[src/hdl/pdkg_pkg.sv]
// Shared constants, register codes and controller/datapath structs for the
// pose distance keyframe gate. No dependencies.
package pdkg_pkg;

    localparam int TABLE_DEPTH = 1024;
    localparam int ADDR_W      = $clog2(TABLE_DEPTH);
    localparam int CNT_W       = $clog2(TABLE_DEPTH + 1);

    localparam int POS_W  = 24;
    localparam int HEAD_W = 20;
    localparam int MEM_W  = 2 * POS_W + HEAD_W;
    localparam int DIST_W = 50;

    localparam int THR_W = 24;
    localparam int WGT_W = 8;

    localparam int CFG_IDX_W  = 2;
    localparam int CFG_DATA_W = 24;

    localparam logic [CFG_IDX_W-1:0] REG_THRESHOLD = 2'd0;
    localparam logic [CFG_IDX_W-1:0] REG_WEIGHT    = 2'd1;

    localparam logic [THR_W-1:0]  THR_RESET = 24'd1311;
    localparam logic [WGT_W-1:0]  WGT_RESET = 8'd10;
    localparam logic [DIST_W-1:0] DIST_MAX  = {DIST_W{1'b1}};

    typedef struct packed {
        logic load;
        logic issue;
        logic commit;
    } t_cmd;

    typedef struct packed {
        logic scan_done;
        logic pipe_busy;
    } t_stat;

endpackage

[src/hdl/pdkg_ctrl.sv]
// Sequencing state machine: accepts a request, scans the table, drains the
// distance pipeline and commits the result. Depends on pdkg_pkg.
module pdkg_ctrl (
    input  logic             i_clk,
    input  logic             i_rst_n,
    input  logic             i_in_valid,
    output logic             o_in_ready,
    output logic             o_out_valid,
    input  logic             i_out_ready,
    input  pdkg_pkg::t_stat  i_stat,
    output pdkg_pkg::t_cmd   o_cmd
);

    typedef enum logic [3:0] {
        ST_IDLE   = 4'b0001,
        ST_SCAN   = 4'b0010,
        ST_DRAIN  = 4'b0100,
        ST_FINISH = 4'b1000
    } t_state;

    t_state r_state, n_state;
    logic   r_out_valid, n_out_valid;

    always_comb begin
        n_state    = r_state;
        o_cmd      = '0;
        o_in_ready = 1'b0;
        case (r_state)
            ST_IDLE: begin
                o_in_ready = 1'b1;
                if (i_in_valid) begin
                    o_cmd.load = 1'b1;
                    n_state    = ST_SCAN;
                end
            end
            ST_SCAN: begin
                if (i_stat.scan_done) begin
                    n_state = ST_DRAIN;
                end else begin
                    o_cmd.issue = 1'b1;
                end
            end
            ST_DRAIN: begin
                if (!i_stat.pipe_busy) begin
                    n_state = ST_FINISH;
                end
            end
            ST_FINISH: begin
                if (!r_out_valid || i_out_ready) begin
                    o_cmd.commit = 1'b1;
                    n_state      = ST_IDLE;
                end
            end
            default: begin
                n_state = ST_IDLE;
            end
        endcase
    end

    always_comb begin
        if (o_cmd.commit) begin
            n_out_valid = 1'b1;
        end else if (i_out_ready) begin
            n_out_valid = 1'b0;
        end else begin
            n_out_valid = r_out_valid;
        end
    end

    always_ff @(posedge i_clk) begin
        if (!i_rst_n) begin
            r_state     <= ST_IDLE;
            r_out_valid <= 1'b0;
        end else begin
            r_state     <= n_state;
            r_out_valid <= n_out_valid;
        end
    end

    assign o_out_valid = r_out_valid;

    a_commit_shows_result: assert property (@(posedge i_clk) disable iff (!i_rst_n)
        o_cmd.commit |=> (r_out_valid && r_state == ST_IDLE))
        else $error("commit did not present a result");

    a_finish_after_drain: assert property (@(posedge i_clk) disable iff (!i_rst_n)
        (r_state == ST_FINISH) |-> !i_stat.pipe_busy)
        else $error("finish reached with distance pipeline still busy");

endmodule

[config.mk]
export PLATFORM = sky130hd
export DESIGN_NAME = pdkg_ctrl
export DESIGN_NICKNAME = d
export VERILOG_FILES = /design/src/hdl/pdkg_pkg.sv /design/src/hdl/pdkg_ctrl.sv
export SDC_FILE = /design/constraint.sdc
export NUM_CORES = 1
export LEC_CHECK = 0
export BUFFER_PORTS_ARGS = -buffer_cell sky130_fd_sc_hd__buf_2
export CORE_AREA = 2 2 39 41
export CTS_CLUSTER_SIZE = 28
export DETAILED_ROUTE_END_ITERATION = 8
export DIE_AREA = 0 0 41 43
export HOLD_SLACK_MARGIN = 0.08
export MAX_ROUTING_LAYER = met4
export PLACE_DENSITY = 0.36
export RECOVER_POWER = 50
export SKIP_LAST_GASP = 1
export SLEW_MARGIN = 20
export SYNTH_ARGS = -nofsm -noshare
export SYNTH_HDL_FRONTEND = slang
export SYNTH_SLANG_ARGS = --single-unit
export TNS_END_PERCENT = 10
[constraint.sdc]
create_clock -name i_clk -period 3.4 [get_ports i_clk]
set_input_delay 0 -clock i_clk [delete_from_list [all_inputs] [get_ports i_clk]]
set_output_delay 0 -clock i_clk [all_outputs]
set_load 0.05 [all_outputs]
==> results.md <==
- DP Wirelength: 457 µm
- Residual DRC: 0
- Total leakage power: 0.176 nW
- Power per cell area: 462 nW/µm²
- Ratio of cells with drive above 1 in the final layout: 25.5%
- Ys Warns: 0
- WHS Path Cells: 4
- Unique masters post-synth: 17
- CTS buffer count: 3
- Via count: 259
- Mapped Nets: 36
- Wirelength per Cell: 9.22 µm
- Clock root buffer: clkbuf_4
- Clock Skew: 0.00504 ns
- Placed instance area: 328 µm²
- FF-to-FF setup slack: 1.95 ns
- Cell Rows: 14
- CTS tree: built
- Nets@finish: 54
- Post-synth EDFFs: 0
- WP data required: 3.40 ns
- Comb pwr share: 21.9%
- Peak Freq: 0.599 GHz
- Total wire length: 581 µm
- Layout Cells excl Fill: 63
- Largest net degree at the start of global routing: 8
- Placed cells: 55
- Final Cell Area: 372 µm²
- # IOs: 11
- Clock Power Share: 40.6%
- Setup TNS: 0 ns
- Leading area contributor after synthesis: dfxtp_1
- Initial antenna violation count: 0
- Outcome: completed
- Synth cell count leaders: dfxtp_1, nor2_1
- MaxCap Viol Count: 0
- Pint: 0.000120 W
- Sw Ratio: 30.4%
- RePlAce Congestion: 0.736
- WP data arrival: 1.67 ns
- Chip Height: 43 µm
- Core area: 1380 µm²
- Final Hold Vio Count: 0
- Worst slew pin tran: 0.595 ns
- Vias per inst: 4.11
- Min Tclk post-route: 1.67 ns
- Setup repair after global routing missed its margin: false
- Top_reg_cell synth: dfxtp_1
- Buffers on Ports: 10
- Register area share after synthesis: 37.7%
- Area grow syn2layout: 40.1%
- Reg2reg path depth: 3
- Hold Path Sink: r_state[2]
- Crit Reg-Reg Endpoint: r_state[0]
- Fillers: 164
- Worst-Skew Late Latency: 0.24 ns
- Post-route ant nets: 0
- Count of pins over their slew limit: 0
- Die area: 1760 µm²
- Global-route wire length before repair: 903 µm
- Hold Crit Class: input pin to register
- GRT Total Usage: 8.04%
- Worst-path fanout max: 7
- Clock sink total: 5
- H-tree lvl count: 1
- Hold_sp: i_stat[1]
- Startpoint types: register
- Starting Density: 19.2%
- Maximum VDD drop: 0.000135 V
- Asr flop ratio synth: 0%
- Final core utilization: 26.9%
- Part of the power in registers: 37.5%
- Synthesis-stage register bit count: 5
- Worst flop-to-flop path startpoint: r_state[1]
- Crit path kind: register to output pin
- Final hold slack: 0.157 ns
- Sw power: 0.0000521 W
- Worst setup EP type: output pin
- Largest cells by area after synthesis: dfxtp_1, nor4b_4, nor2_1
- TritonRoute pass-1 iters: 2
- Diode count: 0
- Clock tree buffer depth: 2
- Syn_area_per_cell: 8.84 µm²
- Final Cycle Share: 49.1%
- Number of global-route vias before repair: 244
- Mapped Cells: 30
- Synth Cell Area: 265 µm²
- Final setup fails: 0
- Slew headroom: 60.5%
- Die width: 41 µm
- Iter 0 DRT Violations: 4
- Yosys top cell area share: 37.7%
- Overflow after GRT: 0
- CTS clock-pin slew for the worst setup and hold paths: 0.05 ns
==> registers in the layout, indices dropped and copies added, names as in the netlist <==
| name | count |
|---|---|
| r_state | 4 |
| o_out_valid | 1 |
==> critical path, stage by stage (launching register included) <==
cell,delay (ns)
dfxtp_1,0.35
nor4b_1,0.55
and2_1,0.25
buf_2,0.27
==> layout make-up <==
cell class | instances | area, µm² | area share [%]
inverters | 2 | 7.51 | 2.02
clock buffers | 4 | 26.3 | 7.07
multi-input cells | 22 | 129 | 34.7
well taps | 16 | 20.0 | 5.39
flip-flops and latches | 5 | 100 | 26.9
repair buffers | 14 | 88.8 | 23.9
==> kinds of logic (layout without fill, tap and decap cells) <==
| logic type | count (synthesis) | count (layout) | share of synthesized area [%] |
|---|---|---|---|
| AO/OA/AOI/OAI | 5 | 5 | 12.3 |
| XOR/XNOR | 1 | 1 | 3.30 |
| buffers and inverters | 3 | 20 | 5.66 |
| AND/OR/NAND/NOR | 16 | 16 | 41.0 |
| flip-flops | 5 | 5 | 37.7 |
==> cells in the final DEF, fill, tap and decap left out, drive strengths merged, types with 2 or more instances in the layout <==
cell / n
buf: 9
nor2: 5
dfxtp: 5
clkbuf: 5
dlygate4sd3: 4
nor2b: 2
nor4b: 2
and3: 2
nand2: 2
inv: 2
a21oi: 2
==> metrics by stage <==
step | total power [W] | setup WS (ns)
floorplan | 0.0000936 | 1.54
global placement | 0.000103 | 2.17
detailed placement | 0.000103 | 2.12
CTS | 0.000178 | 1.95
global route | 0.000181 | 1.62
finish | 0.000172 | 1.73
==> worst max-delay path by stage <==
stage	from	end	cells past startpoint
final	r_state[1]	o_cmd[2]	3
after CTS	r_state[1]	o_cmd[2]	3
after global placement	r_state[1]	r_state[0]	3
after detailed placement	r_state[1]	r_state[0]	3
after floorplan	r_state[1]	r_state[1]	3
after global routing	r_state[1]	o_cmd[2]	3
==> power by group through the flow <==
| stage | Clock, W | Sequential [W] | Combinational, W |
|---|---|---|---|
| 2_1_floorplan | 0 | 0.0000661 | 0.0000275 |
| 5_1_grt | 0.0000757 | 0.0000649 | 0.0000400 |
| 4_1_cts | 0.0000728 | 0.0000657 | 0.0000400 |
| 3_3_place_gp | 0 | 0.0000670 | 0.0000363 |
| 3_5_place_dp | 0 | 0.0000668 | 0.0000363 |
| 6_report | 0.0000696 | 0.0000644 | 0.0000376 |
==> repair_timing <==
action / in CTS / in global routing
hold endpoints to repair: 5 / 0
resized for setup: 0 / 0
hold buffers: 4 / 0
buffers inserted: 0 / 0
==> layer usage <==
layer	wire, µm	share of wire (%)	track usage [%]	vias up
met4	14	2.4	8.00	0
met1	293	50	10.0	112
met2	251	43	10.0	8
met3	21	3.6	1.57	2
met5	0	0	-	-
li1	-	-	-	137
No activity file was read; power rests on OpenSTA's default activity.
